## config.mk

```make
export PLATFORM = sky130hd
export DESIGN_NAME = audio_jitter_buffer_peer_control
export DESIGN_NICKNAME = d
export VERILOG_FILES = /design/src/hdl/ajb_pkg.sv /design/src/hdl/audio_jitter_buffer_peer_control.sv
export VERILOG_INCLUDE_DIRS = /design/src /design/src/hdl
export SDC_FILE = /design/constraint.sdc
export NUM_CORES = 1
export LEC_CHECK = 0
export ABC_AREA = 1
export BUFFER_PORTS_ARGS = -buffer_cell sky130_fd_sc_hd__buf_4
export CAP_MARGIN = 20
export CORE_ASPECT_RATIO = 1.5
export CORE_MARGIN = 5
export CORE_UTILIZATION = 40
export DETAILED_ROUTE_END_ITERATION = 8
export PLACE_DENSITY = 0.61
export SLEW_MARGIN = 40
export SYNTH_ARGS = -nofsm -noshare
export SYNTH_HDL_FRONTEND = slang
export SYNTH_SLANG_ARGS = --single-unit
```

## constraint.sdc

```tcl
create_clock -name i_clk -period 10.7 [get_ports i_clk]
set_clock_uncertainty 0.05 [all_clocks]
set_input_delay 2.14 -clock i_clk [delete_from_list [all_inputs] [get_ports i_clk]]
set_output_delay 2.14 -clock i_clk [all_outputs]
set_load 0.03 [all_outputs]
```

## src/hdl/audio_jitter_buffer_peer_control_assert.svh

```systemverilog
// ----------------------------------------------------------------------------
// audio jitter buffer peer control assertion macros
// shorthand for clocked implication checks disabled while the active-low reset is low
// ----------------------------------------------------------------------------
`ifndef AUDIO_JITTER_BUFFER_PEER_CONTROL_ASSERT_SVH
`define AUDIO_JITTER_BUFFER_PEER_CONTROL_ASSERT_SVH

// same-cycle implication
`define AJB_ASSERT_NOW(label, clk, rst_n, ante, cons, msg) \
    label: assert property (@(posedge clk) disable iff (!rst_n) (ante) |-> (cons)) \
        else $error(msg);

// next-cycle implication
`define AJB_ASSERT_NEXT(label, clk, rst_n, ante, cons, msg) \
    label: assert property (@(posedge clk) disable iff (!rst_n) (ante) |=> (cons)) \
        else $error(msg);

`endif

```

## src/hdl/ajb_pkg.sv

```systemverilog
// ----------------------------------------------------------------------------
// ajb_pkg
// shared constants and codes of the audio jitter buffer peer control
// ----------------------------------------------------------------------------
package ajb_pkg;

    localparam int SLOTS         = 4;
    localparam int SLOT_W        = $clog2(SLOTS);
    localparam int FRAME_SAMPLES = 160;

    localparam int IN_TDATA_W  = 48;   // connection, frame_number, audio_pos
    localparam int OUT_TDATA_W = 64;   // 57 used bits, zero padded

    // request types
    localparam logic [1:0] REQ_CONNECT    = 2'd0;
    localparam logic [1:0] REQ_DISCONNECT = 2'd1;
    localparam logic [1:0] REQ_FRAME      = 2'd2;
    localparam logic [1:0] REQ_LOST       = 2'd3;

    // result kinds
    localparam logic [1:0] KIND_ACCEPT = 2'd0;
    localparam logic [1:0] KIND_REJECT = 2'd1;
    localparam logic [1:0] KIND_WRITE  = 2'd2;

    // configuration register indexes
    localparam logic [1:0] CFG_LAT_LOW    = 2'd0;
    localparam logic [1:0] CFG_LAT_TARGET = 2'd1;
    localparam logic [1:0] CFG_LAT_HIGH   = 2'd2;
    localparam logic [1:0] CFG_MAX_LOST   = 2'd3;

    localparam logic [7:0] CNT_NORMAL = 8'(FRAME_SAMPLES);
    localparam logic [7:0] CNT_INSERT = 8'(FRAME_SAMPLES + 1);
    localparam logic [7:0] CNT_DROP   = 8'(FRAME_SAMPLES - 1);

    localparam logic [4:0] LOST_SAT = 5'd31;

endpackage

```

## src/hdl/audio_jitter_buffer_peer_control.sv

```systemverilog
// ----------------------------------------------------------------------------
// audio_jitter_buffer_peer_control
// peer table and write scheduling of an audio jitter buffer with drift
// compensation
// ----------------------------------------------------------------------------
// usage
//   s_axis carries one request: tuser = req_type, tdata = connection,
//   frame_number, audio_pos. m_axis carries result items: tuser = out_kind,
//   tlast marks the final result of a request, tdata = slot, write_position,
//   sample_count, use_previous, out_frame_number, atten_shift, jumped.
//   the cfg channel writes the low, target and high latency and the lost
//   frame limit by index; it is always ready and is meant for idle time.
// sequencing
//   one request at a time through a small sequencer around a single 32-bit
//   add/subtract unit. each audio write takes up to 5 adder passes (latency,
//   jump check, min check, max check or jump position, next position); a
//   frame with one skipped index can show a concealment write before its own
//   write. s_axis_tready is high only while the sequencer is idle; the adder
//   is the limit on rate.
// reset and stall
//   synchronous active-low reset frees every slot and loads the default
//   registers (160, 320, 480, 16). a stalled m_axis holds its result in the
//   output register; the sequencer waits before loading another one, but a
//   new request is taken as soon as the last result sits in that register.
// ----------------------------------------------------------------------------
module audio_jitter_buffer_peer_control (
    input  logic                             i_clk,
    input  logic                             i_rst_n,
    // request channel
    input  logic                             s_axis_tvalid,
    output logic                             s_axis_tready,
    input  logic [ajb_pkg::IN_TDATA_W-1:0]   s_axis_tdata,  // connection, frame_number, audio_pos
    input  logic [1:0]                       s_axis_tuser,  // req_type
    // result channel
    output logic                             m_axis_tvalid,
    input  logic                             m_axis_tready,
    output logic [ajb_pkg::OUT_TDATA_W-1:0]  m_axis_tdata,  // slot, write_position,
                                                            // sample_count, use_previous,
                                                            // out_frame_number,
                                                            // atten_shift, jumped
    output logic [1:0]                       m_axis_tuser,  // out_kind
    output logic                             m_axis_tlast,
    // configuration write channel
    input  logic                             i_cfg_valid,
    output logic                             o_cfg_ready,
    input  logic [1:0]                       i_cfg_index,
    input  logic [15:0]                      i_cfg_data
);
    import ajb_pkg::*;

    typedef enum logic [3:0] {
        ST_IDLE,
        ST_DECODE,
        ST_CONN,
        ST_LOST,
        ST_FRAME,
        ST_LAT,
        ST_JMP,
        ST_MIN,
        ST_MAX,
        ST_POS,
        ST_EMIT
    } t_state;

    // sequencer state
    t_state              r_state, n_state;

    // configuration
    logic [15:0]         r_min_lat, n_min_lat;
    logic [15:0]         r_tgt_lat, n_tgt_lat;
    logic [15:0]         r_max_lat, n_max_lat;
    logic [4:0]          r_max_lost, n_max_lost;

    // peer table
    logic                r_active [SLOTS];
    logic                n_active [SLOTS];
    logic [7:0]          r_handle [SLOTS];
    logic [7:0]          n_handle [SLOTS];
    logic [7:0]          r_prev   [SLOTS];
    logic [7:0]          n_prev   [SLOTS];
    logic [4:0]          r_lost   [SLOTS];
    logic [4:0]          n_lost   [SLOTS];
    logic [31:0]         r_wp     [SLOTS];
    logic [31:0]         n_wp     [SLOTS];

    // captured request
    logic [1:0]          r_req, n_req;
    logic [7:0]          r_conn, n_conn;
    logic [7:0]          r_fnum, n_fnum;
    logic [31:0]         r_apos, n_apos;

    // working registers
    logic [SLOT_W-1:0]   r_slot, n_slot;
    logic                r_hit, n_hit;
    logic                r_then_frame, n_then_frame;
    logic                r_usep, n_usep;
    logic                r_jumped, n_jumped;
    logic [31:0]         r_lat, n_lat;
    logic [31:0]         r_pos, n_pos;
    logic [7:0]          r_cnt, n_cnt;

    // output register
    logic                r_m_valid, n_m_valid;
    logic [1:0]          r_out_kind, n_out_kind;
    logic [SLOT_W-1:0]   r_out_slot, n_out_slot;
    logic [31:0]         r_out_pos, n_out_pos;
    logic [7:0]          r_out_cnt, n_out_cnt;
    logic                r_out_usep, n_out_usep;
    logic [7:0]          r_out_fnum, n_out_fnum;
    logic [4:0]          r_out_shift, n_out_shift;
    logic                r_out_jumped, n_out_jumped;
    logic                r_out_last, n_out_last;

    // shared adder
    logic [31:0]         w_a, w_b;
    logic                w_sub;
    logic [32:0]         w_sum;
    logic                w_carry;

    // table lookup
    logic                w_free_found, w_peer_found;
    logic [SLOT_W-1:0]   w_free_idx, w_peer_idx;
    logic [7:0]          w_delta;
    logic [4:0]          w_lost_inc;
    logic [4:0]          w_cur_lost;
    logic                w_out_free;

    assign s_axis_tready = (r_state == ST_IDLE);
    assign o_cfg_ready   = 1'b1;
    assign w_out_free    = !r_m_valid || m_axis_tready;

    assign m_axis_tvalid = r_m_valid;
    assign m_axis_tuser  = r_out_kind;
    assign m_axis_tlast  = r_out_last;
    assign m_axis_tdata  = {7'b0, r_out_jumped, r_out_shift, r_out_fnum, r_out_usep,
                            r_out_cnt, r_out_pos, r_out_slot};

    // lowest idle slot and lowest active slot holding the handle
    always_comb begin
        w_free_found = 1'b0;
        w_free_idx   = '0;
        w_peer_found = 1'b0;
        w_peer_idx   = '0;
        for (int i = SLOTS - 1; i >= 0; i--) begin
            if (!r_active[i]) begin
                w_free_found = 1'b1;
                w_free_idx   = SLOT_W'(i);
            end
            if (r_active[i] && (r_handle[i] == r_conn)) begin
                w_peer_found = 1'b1;
                w_peer_idx   = SLOT_W'(i);
            end
        end
    end

    assign w_delta    = r_fnum - r_prev[w_peer_idx];
    assign w_cur_lost = r_lost[r_slot];
    assign w_lost_inc = (w_cur_lost == LOST_SAT) ? LOST_SAT : w_cur_lost + 5'd1;

    // operand selection of the shared add/subtract unit
    always_comb begin
        w_a   = r_apos;
        w_b   = {16'b0, r_tgt_lat};
        w_sub = 1'b0;
        unique case (r_state)
            ST_LAT: begin
                w_a   = r_wp[r_slot];
                w_b   = r_apos;
                w_sub = 1'b1;
            end
            ST_JMP: begin
                // twice the high latency minus the latency, borrow means a jump
                w_a   = {15'b0, r_max_lat, 1'b0};
                w_b   = r_lat;
                w_sub = 1'b1;
            end
            ST_MIN: begin
                w_a   = r_lat;
                w_b   = {16'b0, r_min_lat};
                w_sub = 1'b1;
            end
            ST_MAX: begin
                w_a   = {16'b0, r_max_lat};
                w_b   = r_lat;
                w_sub = 1'b1;
            end
            ST_EMIT: begin
                w_a   = r_pos;
                w_b   = {24'b0, r_cnt};
                w_sub = 1'b0;
            end
            default: begin
                w_a   = r_apos;
                w_b   = {16'b0, r_tgt_lat};
                w_sub = 1'b0;
            end
        endcase
    end

    assign w_sum   = {1'b0, w_a} + {1'b0, w_b ^ {32{w_sub}}} + 33'(w_sub);
    assign w_carry = w_sum[32];

    // sequencer
    always_comb begin
        n_state      = r_state;
        n_min_lat    = r_min_lat;
        n_tgt_lat    = r_tgt_lat;
        n_max_lat    = r_max_lat;
        n_max_lost   = r_max_lost;
        n_active     = r_active;
        n_handle     = r_handle;
        n_prev       = r_prev;
        n_lost       = r_lost;
        n_wp         = r_wp;
        n_req        = r_req;
        n_conn       = r_conn;
        n_fnum       = r_fnum;
        n_apos       = r_apos;
        n_slot       = r_slot;
        n_hit        = r_hit;
        n_then_frame = r_then_frame;
        n_usep       = r_usep;
        n_jumped     = r_jumped;
        n_lat        = r_lat;
        n_pos        = r_pos;
        n_cnt        = r_cnt;
        n_m_valid    = r_m_valid && !m_axis_tready;
        n_out_kind   = r_out_kind;
        n_out_slot   = r_out_slot;
        n_out_pos    = r_out_pos;
        n_out_cnt    = r_out_cnt;
        n_out_usep   = r_out_usep;
        n_out_fnum   = r_out_fnum;
        n_out_shift  = r_out_shift;
        n_out_jumped = r_out_jumped;
        n_out_last   = r_out_last;

        if (i_cfg_valid) begin
            unique case (i_cfg_index)
                CFG_LAT_LOW:    n_min_lat  = i_cfg_data;
                CFG_LAT_TARGET: n_tgt_lat  = i_cfg_data;
                CFG_LAT_HIGH:   n_max_lat  = i_cfg_data;
                CFG_MAX_LOST:   n_max_lost = i_cfg_data[4:0];
                default:        n_max_lost = r_max_lost;
            endcase
        end

        unique case (r_state)
            ST_IDLE: begin
                if (s_axis_tvalid) begin
                    n_req   = s_axis_tuser;
                    n_conn  = s_axis_tdata[7:0];
                    n_fnum  = s_axis_tdata[15:8];
                    n_apos  = s_axis_tdata[47:16];
                    n_state = ST_DECODE;
                end
            end
            ST_DECODE: begin
                n_then_frame = 1'b0;
                n_state      = ST_IDLE;
                unique case (r_req)
                    REQ_CONNECT: begin
                        n_hit   = w_free_found;
                        n_slot  = w_free_idx;
                        n_state = ST_CONN;
                    end
                    REQ_DISCONNECT: begin
                        if (w_peer_found) begin
                            n_active[w_peer_idx] = 1'b0;
                        end
                    end
                    REQ_FRAME: begin
                        n_slot = w_peer_idx;
                        if (w_peer_found && (w_delta != 8'd0)) begin
                            // exactly one index skipped: conceal it first
                            if (w_delta == 8'd2) begin
                                n_then_frame = 1'b1;
                                n_state      = ST_LOST;
                            end else begin
                                n_state = ST_FRAME;
                            end
                        end
                    end
                    REQ_LOST: begin
                        n_slot = w_peer_idx;
                        if (w_peer_found) begin
                            n_state = ST_LOST;
                        end
                    end
                    default: n_state = ST_IDLE;
                endcase
            end
            ST_CONN: begin
                if (w_out_free) begin
                    if (r_hit) begin
                        n_active[r_slot] = 1'b1;
                        n_handle[r_slot] = r_conn;
                        n_prev[r_slot]   = 8'd0;
                        n_lost[r_slot]   = 5'd0;
                        n_wp[r_slot]     = w_sum[31:0];
                    end
                    n_m_valid    = 1'b1;
                    n_out_kind   = r_hit ? KIND_ACCEPT : KIND_REJECT;
                    n_out_slot   = r_hit ? r_slot : '0;
                    n_out_pos    = '0;
                    n_out_cnt    = '0;
                    n_out_usep   = 1'b0;
                    n_out_fnum   = '0;
                    n_out_shift  = '0;
                    n_out_jumped = 1'b0;
                    n_out_last   = 1'b1;
                    n_state      = ST_IDLE;
                end
            end
            ST_LOST: begin
                n_lost[r_slot] = w_lost_inc;
                n_prev[r_slot] = r_prev[r_slot] + 8'd1;
                n_usep         = 1'b1;
                if (w_lost_inc > r_max_lost) begin
                    n_then_frame = 1'b0;
                    n_state      = r_then_frame ? ST_FRAME : ST_IDLE;
                end else begin
                    n_state = ST_LAT;
                end
            end
            ST_FRAME: begin
                n_lost[r_slot] = 5'd0;
                n_prev[r_slot] = r_fnum;
                n_usep         = 1'b0;
                n_state        = ST_LAT;
            end
            ST_LAT: begin
                n_lat    = w_sum[31:0];
                n_jumped = 1'b0;
                n_state  = ST_JMP;
            end
            ST_JMP: begin
                if (r_lat[31] || !w_carry) begin
                    n_jumped = 1'b1;
                    n_cnt    = CNT_NORMAL;
                    n_state  = ST_POS;
                end else begin
                    n_pos   = r_wp[r_slot];
                    n_state = ST_MIN;
                end
            end
            ST_MIN: begin
                if (!w_carry) begin
                    n_cnt   = CNT_INSERT;
                    n_state = ST_EMIT;
                end else begin
                    n_state = ST_MAX;
                end
            end
            ST_MAX: begin
                n_cnt   = w_carry ? CNT_NORMAL : CNT_DROP;
                n_state = ST_EMIT;
            end
            ST_POS: begin
                n_pos   = w_sum[31:0];
                n_state = ST_EMIT;
            end
            ST_EMIT: begin
                if (w_out_free) begin
                    n_wp[r_slot] = w_sum[31:0];
                    n_m_valid    = 1'b1;
                    n_out_kind   = KIND_WRITE;
                    n_out_slot   = r_slot;
                    n_out_pos    = r_pos;
                    n_out_cnt    = r_cnt;
                    n_out_usep   = r_usep;
                    n_out_fnum   = r_prev[r_slot];
                    n_out_shift  = (w_cur_lost > 5'd1) ? w_cur_lost - 5'd1 : 5'd0;
                    n_out_jumped = r_jumped;
                    n_out_last   = !r_then_frame;
                    n_then_frame = 1'b0;
                    n_state      = r_then_frame ? ST_FRAME : ST_IDLE;
                end
            end
            default: n_state = ST_IDLE;
        endcase
    end

    always_ff @(posedge i_clk) begin
        if (!i_rst_n) begin
            r_state      <= ST_IDLE;
            r_min_lat    <= 16'd160;
            r_tgt_lat    <= 16'd320;
            r_max_lat    <= 16'd480;
            r_max_lost   <= 5'd16;
            r_m_valid    <= 1'b0;
            r_then_frame <= 1'b0;
            for (int i = 0; i < SLOTS; i++) begin
                r_active[i] <= 1'b0;
            end
        end else begin
            r_state      <= n_state;
            r_min_lat    <= n_min_lat;
            r_tgt_lat    <= n_tgt_lat;
            r_max_lat    <= n_max_lat;
            r_max_lost   <= n_max_lost;
            r_m_valid    <= n_m_valid;
            r_then_frame <= n_then_frame;
            r_active     <= n_active;
        end
        r_handle     <= n_handle;
        r_prev       <= n_prev;
        r_lost       <= n_lost;
        r_wp         <= n_wp;
        r_req        <= n_req;
        r_conn       <= n_conn;
        r_fnum       <= n_fnum;
        r_apos       <= n_apos;
        r_slot       <= n_slot;
        r_hit        <= n_hit;
        r_usep       <= n_usep;
        r_jumped     <= n_jumped;
        r_lat        <= n_lat;
        r_pos        <= n_pos;
        r_cnt        <= n_cnt;
        r_out_kind   <= n_out_kind;
        r_out_slot   <= n_out_slot;
        r_out_pos    <= n_out_pos;
        r_out_cnt    <= n_out_cnt;
        r_out_usep   <= n_out_usep;
        r_out_fnum   <= n_out_fnum;
        r_out_shift  <= n_out_shift;
        r_out_jumped <= n_out_jumped;
        r_out_last   <= n_out_last;
    end

    // ------------------------------------------------------------------------
    // assertions
    // ------------------------------------------------------------------------
    `include "audio_jitter_buffer_peer_control_assert.svh"

    // a write always carries one of the three drift counts
    `AJB_ASSERT_NOW(a_write_count, i_clk, i_rst_n,
        r_m_valid && (r_out_kind == KIND_WRITE),
        (r_out_cnt == CNT_NORMAL) || (r_out_cnt == CNT_INSERT) || (r_out_cnt == CNT_DROP),
        "write result with bad sample count")

    // a jump restarts at the nominal frame length
    `AJB_ASSERT_NOW(a_jump_count, i_clk, i_rst_n,
        r_m_valid && r_out_jumped,
        (r_out_kind == KIND_WRITE) && (r_out_cnt == CNT_NORMAL),
        "jump without nominal sample count")

    // a taken request makes the sequencer busy on the next cycle
    `AJB_ASSERT_NEXT(a_busy_after_request, i_clk, i_rst_n,
        s_axis_tvalid && s_axis_tready,
        !s_axis_tready,
        "request taken while previous one in flight")

    // only a concealment followed by its frame leaves a result without tlast
    `AJB_ASSERT_NOW(a_last_pairing, i_clk, i_rst_n,
        r_m_valid && !r_out_last,
        r_out_usep && (r_out_kind == KIND_WRITE),
        "non-final result that is not a concealment write")

endmodule
```

Word-level counts from Yosys, hierarchy flattened:

Cells that the tools add are included.

* input port bits: 73
* bits in registers: 462
* output and inout bits: 70

* magnitude comparators: 6
* equal/unequal tests: 32
* reduce and logical (&&, ||, !) cells: 50
* add/sub/neg operators: 6
* bitwise logic cells: 10
* mux-type cells: 116

Operators with widths (count)
* 128-bit two-way mux: 3
* 32-bit two-way mux: 8
* 128-bit one-hot mux with 2 select lines: 1
* 32-bit one-hot mux with 5 select lines: 1
* 128-bit bitwise mux: 1
* 32-bit one-hot mux with 2 select lines: 2
* 32-bit one-hot mux with 4 select lines: 1
* 32-bit bitwise mux: 3
* 32-bit one-hot mux with 3 select lines: 1
* 8-bit two-way mux: 10
* 32-bit binary-select mux with 2-bit select: 1
* 32-bit demux with 2-bit select: 1
* 20-bit one-hot mux with 3 select lines: 1
* 20-bit two-way mux: 2
* 4-bit one-hot mux with 10 select lines: 1
* 5-bit two-way mux: 7
* 32-bit by 32-bit adder with 33-bit output: 1
* 33-bit by 1-bit adder with 33-bit output: 1
* 32-bit bitwise AND: 1
* 8-bit binary-select mux with 2-bit select: 2
* 8-bit == test: 4
* 4-bit two-way mux: 8
* 32-bit inverter: 1
* 8-bit one-hot mux with 2 select lines: 2
* other kinds (55): 156

Depth between registers and ports, before layout:

* word-level depth: 16
* gate-level depth with buffers: 32

Worst setup path after synthesis:

Ideal clock, no wire load.

* path type: in2reg
* start point: input port m_axis_tready
* end point: register r_wp[0] (netlist name) (enable)
* path buffers: 0
* data required time: 10.229 ns
* stages on the path: 4
* library setup time: 0.421 ns
* setup slack: 3.420 ns
* arrival: 6.809 ns
* path through: nor2_1 nor2_1 o21ai_0 nor2_1

* cells in the longest elaborated chain, start to end: 3
* elaborated cells on any way between the ends: 4

Ends and longest elaborated chain
* from (decl): line audio_jitter_buffer_peer_control.sv:36 `input logic m_axis_tready,`
* 1-bit logical OR *: line audio_jitter_buffer_peer_control.sv:130 `assign w_out_free = !r_m_valid || m_axis_tready;`
* 2-bit != test (no line)
* 4-bit AND reduction (no line) *
* to (signal assigned): line audio_jitter_buffer_peer_control.sv:409 `r_wp <= n_wp;`
* to (decl): line audio_jitter_buffer_peer_control.sv:83 `logic [31:0] r_wp [SLOTS];`

Every way passes the cells marked *; elsewhere a longest branch is shown, timed or not.
A chain may end at the register's enable or synchronous reset.

Worst setup path in the final report:

* start point: register r_state[0]
* end point: register r_pos[13] (enable)

* cells in the longest elaborated chain, start to end: 10
* elaborated cells on any way between the ends: 19

Ends and longest elaborated chain
* from (decl): line audio_jitter_buffer_peer_control.sv:66 `t_state r_state, n_state;`
* from (signal assigned): line audio_jitter_buffer_peer_control.sv:397 `r_state <= n_state;`
* 4-bit by 3-bit == test with 1-bit output (tied with other cells): line audio_jitter_buffer_peer_control.sv:165, audio_jitter_buffer_peer_control.sv:248
* 2-bit OR reduction (no line) or 4-bit OR reduction (tied branches)
* 32-bit one-hot mux with 4 select lines or 1-bit two-way mux (tied branches): line audio_jitter_buffer_peer_control.sv:165 `unique case (r_state)`
* 32-bit XOR: line audio_jitter_buffer_peer_control.sv:200 `assign w_sum = {1'b0, w_a} + {1'b0, w_b ^ {32{w_sub}}} + 33'(w_sub);`
* 32-bit by 32-bit adder with 33-bit output: line audio_jitter_buffer_peer_control.sv:200
* 33-bit by 1-bit adder with 33-bit output: line audio_jitter_buffer_peer_control.sv:200
* 1-bit zero test
* 1-bit logical OR: line audio_jitter_buffer_peer_control.sv:338 `if (r_lat[31] || !w_carry) begin`
* 2-bit != test (no line)
* 2-bit AND reduction (no line) *
* to (signal assigned): line audio_jitter_buffer_peer_control.sv:419 `r_pos <= n_pos;`
* to (decl): line audio_jitter_buffer_peer_control.sv:99 `logic [31:0] r_pos, n_pos;`

Marks and branches as above.

==> flow_summary.rst <==
.. list-table::
   :header-rows: 1

   * - Metric
     - Value
   * - Total of cells resized after clock tree synthesis
     - 0
   * - Hold violation count in the final report
     - 0
   * - Area occupied by multi-input gates
     - approximately 7500 um2
   * - Post-CTS setup buffer count
     - 0
   * - Share of synthesized registers carrying an async set or reset
     - 0
   * - H-tree lvl count
     - 2
   * - Complex-gate fraction of the synthesized area
     - 0.1458
   * - Worst path slowest cell
     - sky130_fd_sc_hd__buf_4
   * - Instance area at placement
     - between 20,000 and 25,000 um2
   * - TritonCTS clock tree
     - yes
   * - Seq/Total Area, Yosys
     - 0.5967
   * - Area of the die
     - a little under 60,000 um2
   * - Total vias in the final route
     - approximately 17,000
   * - Synth Area in XOR/XNOR
     - 0.01600
   * - Syn-to-layout area delta
     - 15.26%
   * - Standard-cell row count
     - 104
   * - Final worst path period need
     - 6.031 ns
   * - Die Height
     - around 300 um
   * - GRT Resource Usage Total
     - 0.2188
   * - Cells traversed along the worst timing path
     - inv_1 > nor2_2 > nand2_4 > inv_4 > nor3_4 > buf_4 > nand2_4 > buf_4 > nand4_1 > o21ai_0 > xor2_1 > fa_1 > nand3_1 > nand2_1 > a21oi_1 > o21ai_1 > a21boi_1 > o21ai_2 > a21oi_1 > o21ai_1 > nand3_1 > nand2_1 > buf_4
   * - Adder-cell area share of the yosys netlist
     - 0.02946
   * - Endpoint required time on the critical path
     - around 11 ns
   * - Outcome
     - completed
   * - Count of input and output buffers
     - between 100 and 150
   * - Worst-case vdd ir drop
     - between 0.09 and 0.1 mV
   * - Detail-routed via count per cell
     - 5.521
   * - Leading cell types in the layout, fill and taps excluded
     - 390 x sky130_fd_sc_hd__edfxtp_1, 370 x sky130_fd_sc_hd__nand2_1, 270 x sky130_fd_sc_hd__nor2_1
   * - Largest fanout on the critical path
     - 73
   * - Normalized max-slew margin
     - 0.4252
   * - Cell Pwr Density
     - 162.3 nW/um2
   * - Diode insertion count for antenna repair
     - 0
   * - Vias in the first global route
     - about 17,000
   * - Worst path max stage delay
     - about 0.58 ns
   * - FMAX
     - approximately 170 MHz
   * - Crit-path most repeated cell
     - sky130_fd_sc_hd__buf_4
   * - Unique masters post-synth
     - 58
   * - Sinks on the clock net
     - roughly 450
   * - Netlist area before placement
     - approximately 22,000 um2
   * - Number of synthesized register bits
     - 453
   * - Number of instances in the synthesized netlist
     - 2,175
   * - Overflow left after global routing
     - 0
   * - Transition time at the pin with the least slew margin
     - 0.8591 ns
   * - Count of maximum capacitance violations
     - 0
   * - Number of synthesized flops with an enable pin
     - 390
   * - Share of layout cells above drive strength 1
     - 0.1264
   * - Std-Cell Core Area
     - 53,740 um2
   * - Post-Syn Area per Cell
     - roughly 10 um2
   * - Die X
     - between 200 and 250 um
   * - Worst setup SP type
     - register
   * - Leading cell type in the layout, fill and taps excluded
     - sky130_fd_sc_hd__edfxtp_1
   * - Seq. cell area
     - between 10,000 and 15,000 um2
   * - Number of primary I/O pins
     - between 100 and 150
   * - Pins over their slew limit
     - 0
   * - Final period utilization
     - 0.5636
   * - 1st-iter DRT viols
     - 1,344
   * - Setup crit end kind
     - register
   * - Clock tree buffer depth
     - 3
   * - Number of nets in the layout
     - 2,418
   * - Combinational family with the most area after synthesis
     - simple AND/OR/NAND/NOR gates
   * - CTS root buffer
     - sky130_fd_sc_hd__clkbuf_16
   * - Clock-pin slew of the registers on the worst-case setup and hold paths
     - about 0.060 ns
   * - Cts bufs inserted
     - 47
   * - Setup repair after global routing missed its margin
     - false
   * - Worst min path class
     - reg2reg
   * - Clock latency at the later pin of the worst-skew pair
     - approximately 0.60 ns
   * - Setup_tns
     - 0 ns
   * - Number of antenna violations at the first check in global routing
     - 0
   * - DRC viols
     - 0
   * - Count of warnings emitted by yosys
     - 0
   * - Residual antenna-violating net count after detailed routing
     - 0
   * - Share of synthesized area spent on multiplexers
     - 0
   * - Dominant delay contributor by cell family on the critical path
     - buffers and inverters
   * - Total of fill cells in the finished design
     - 4,976
   * - 1st-pass router iterations
     - 6
   * - Simple-gate portion of the synthesized area
     - 0.1504
   * - Type of the worst setup path
     - reg2reg
   * - Count of buffering cells on the critical path with inverters included
     - 5
   * - Lkg Pwr
     - 9.802 nW
   * - Per-cell routed wire length
     - around 22 um
   * - Effective utilization at floorplan
     - 0.4046
   * - Maximum number of pins on one net before global-route repair
     - 74
   * - Arrival time worst endpoint
     - 6.19 ns
   * - Global placer's final weighted congestion
     - 0.9291
   * - Wire length of the first global-routing pass
     - 99,970 um
   * - Most used flip-flop cell after synthesis
     - sky130_fd_sc_hd__edfxtp_1
   * - Half-perimeter wire length after placement
     - ~46,000 um
   * - Quantity of hold-fixing buffers added after cts
     - 0
   * - Design area
     - 25,060 um2
   * - Total Routed Length
     - 66,910 um
   * - Endpoints failing setup
     - 0
[cell type report]
class / count / area share
Clock buffer: 62 / 0.05247
Clock inverter: 26 / 0.01004
Inverter: 245 / 0.03690
Multi-Input combinational cell: 1390 / 0.3003
Sequential cell: 453 / 0.5176
Tap cell: 689 / 0.03440
Timing Repair Buffer: 158 / 0.04828
[cell families (layout without fill, tap and decap cells)]
group           count (synthesis)  count (layout)
fa+ha+maj                      50              50
simple gates                  788             788
compound gates                505             505
xor+xnor                       38              38
buf+inv                       339             491
flops                         453             453
other cells                     2               9
[per-layer routing]
metal  global-route usage  vias up  wire length [um]
met5                    0        -                 0
met4               0.1142        0              3675
met3              0.02984      167              3356
met2               0.4052      608             34850
met1               0.2464     8051             25030
li1                     -     7864                 -
[flip-flops by register name, indices dropped and copies added (netlist names), 20 cells and up]
| name | cells |
|---|---|
| r_wp | 128 |
| r_prev | 32 |
| r_lat | 32 |
| r_out_pos | 32 |
| r_handle | 32 |
| r_apos | 32 |
| r_lost | 20 |
| r_pos | 32 |
[Yosys cell counts, drive strengths merged, types with 10 or more instances]
cell type | count | area (um2)
nand2 | 384 | 1494
a22o | 16 | 140.1
nand4 | 16 | 106.4
inv | 242 | 913.4
buf | 32 | 176.4
a22oi | 47 | 352.8
xor2 | 21 | 198.9
ha | 48 | 600.6
o211ai | 14 | 105.1
a21oi | 125 | 625.6
edfxtp | 390 | 11710
clkbuf | 62 | 232.7
nand3 | 71 | 370.4
xnor2 | 17 | 148.9
a31oi | 31 | 193.9
dfxtp | 63 | 1261
o22ai | 25 | 156.4
a221oi | 46 | 415.4
nor2 | 283 | 1080
nor3 | 13 | 76.33
a211oi | 10 | 75.07
o21ai | 152 | 775.7
[where the power goes]
| group | switching (W) | internal, W |
|---|---|---|
| clock | 0.000707 | 0.000966 |
| sequential | 0.0000351 | 0.00199 |
| combinational | 0.000255 | 0.000119 |
| total | 0.000997 | 0.00307 |
[final timing paths]
path | from | to | slack [ns] | cells after the start
setup / recovery | r_state[0] | r_pos[13] | 4.67 | 23
hold / removal | r_min_lat[7] | r_min_lat[7] | 0.42 | 2
setup reg to reg | r_state[0] | r_pos[13] | 4.67 | 23
hold reg to reg | r_min_lat[7] | r_min_lat[7] | 0.42 | 2
[worst reg2reg max path, stage by stage (launching register included)]
cell,delay (ns)
sky130_fd_sc_hd__dfxtp_1,0.42
sky130_fd_sc_hd__inv_1,0.11
sky130_fd_sc_hd__nor2_2,0.17
sky130_fd_sc_hd__nand2_4,0.24
sky130_fd_sc_hd__inv_4,0.41
sky130_fd_sc_hd__nor3_4,0.07
sky130_fd_sc_hd__buf_4,0.28
sky130_fd_sc_hd__nand2_4,0.12
sky130_fd_sc_hd__buf_4,0.58
sky130_fd_sc_hd__nand4_1,0.24
sky130_fd_sc_hd__o21ai_0,0.15
sky130_fd_sc_hd__xor2_1,0.26
sky130_fd_sc_hd__fa_1,0.26
sky130_fd_sc_hd__nand3_1,0.08
sky130_fd_sc_hd__nand2_1,0.11
sky130_fd_sc_hd__a21oi_1,0.11
sky130_fd_sc_hd__o21ai_1,0.21
sky130_fd_sc_hd__a21boi_1,0.15
sky130_fd_sc_hd__o21ai_2,0.24
sky130_fd_sc_hd__a21oi_1,0.17
sky130_fd_sc_hd__o21ai_1,0.38
sky130_fd_sc_hd__nand3_1,0.22
sky130_fd_sc_hd__nand2_1,0.13
sky130_fd_sc_hd__buf_4,0.47
[stage by stage]
stage                       util  power, W  hold WS, ns  std cells  setup WS [ns]
final                     0.4663  0.004068       0.4217       3023          4.669
after global routing      0.4663  0.004221       0.4282       3023          4.301
after floorplan                -  0.002286       0.3745       2182          3.420
after CTS                 0.4662  0.004105       0.4157       3023          4.755
after global placement    0.4364  0.002416       0.4070       2934          5.022
after detailed placement  0.4371  0.002429       0.4127       2935          4.819
Power figures use the tool's default switching activity.
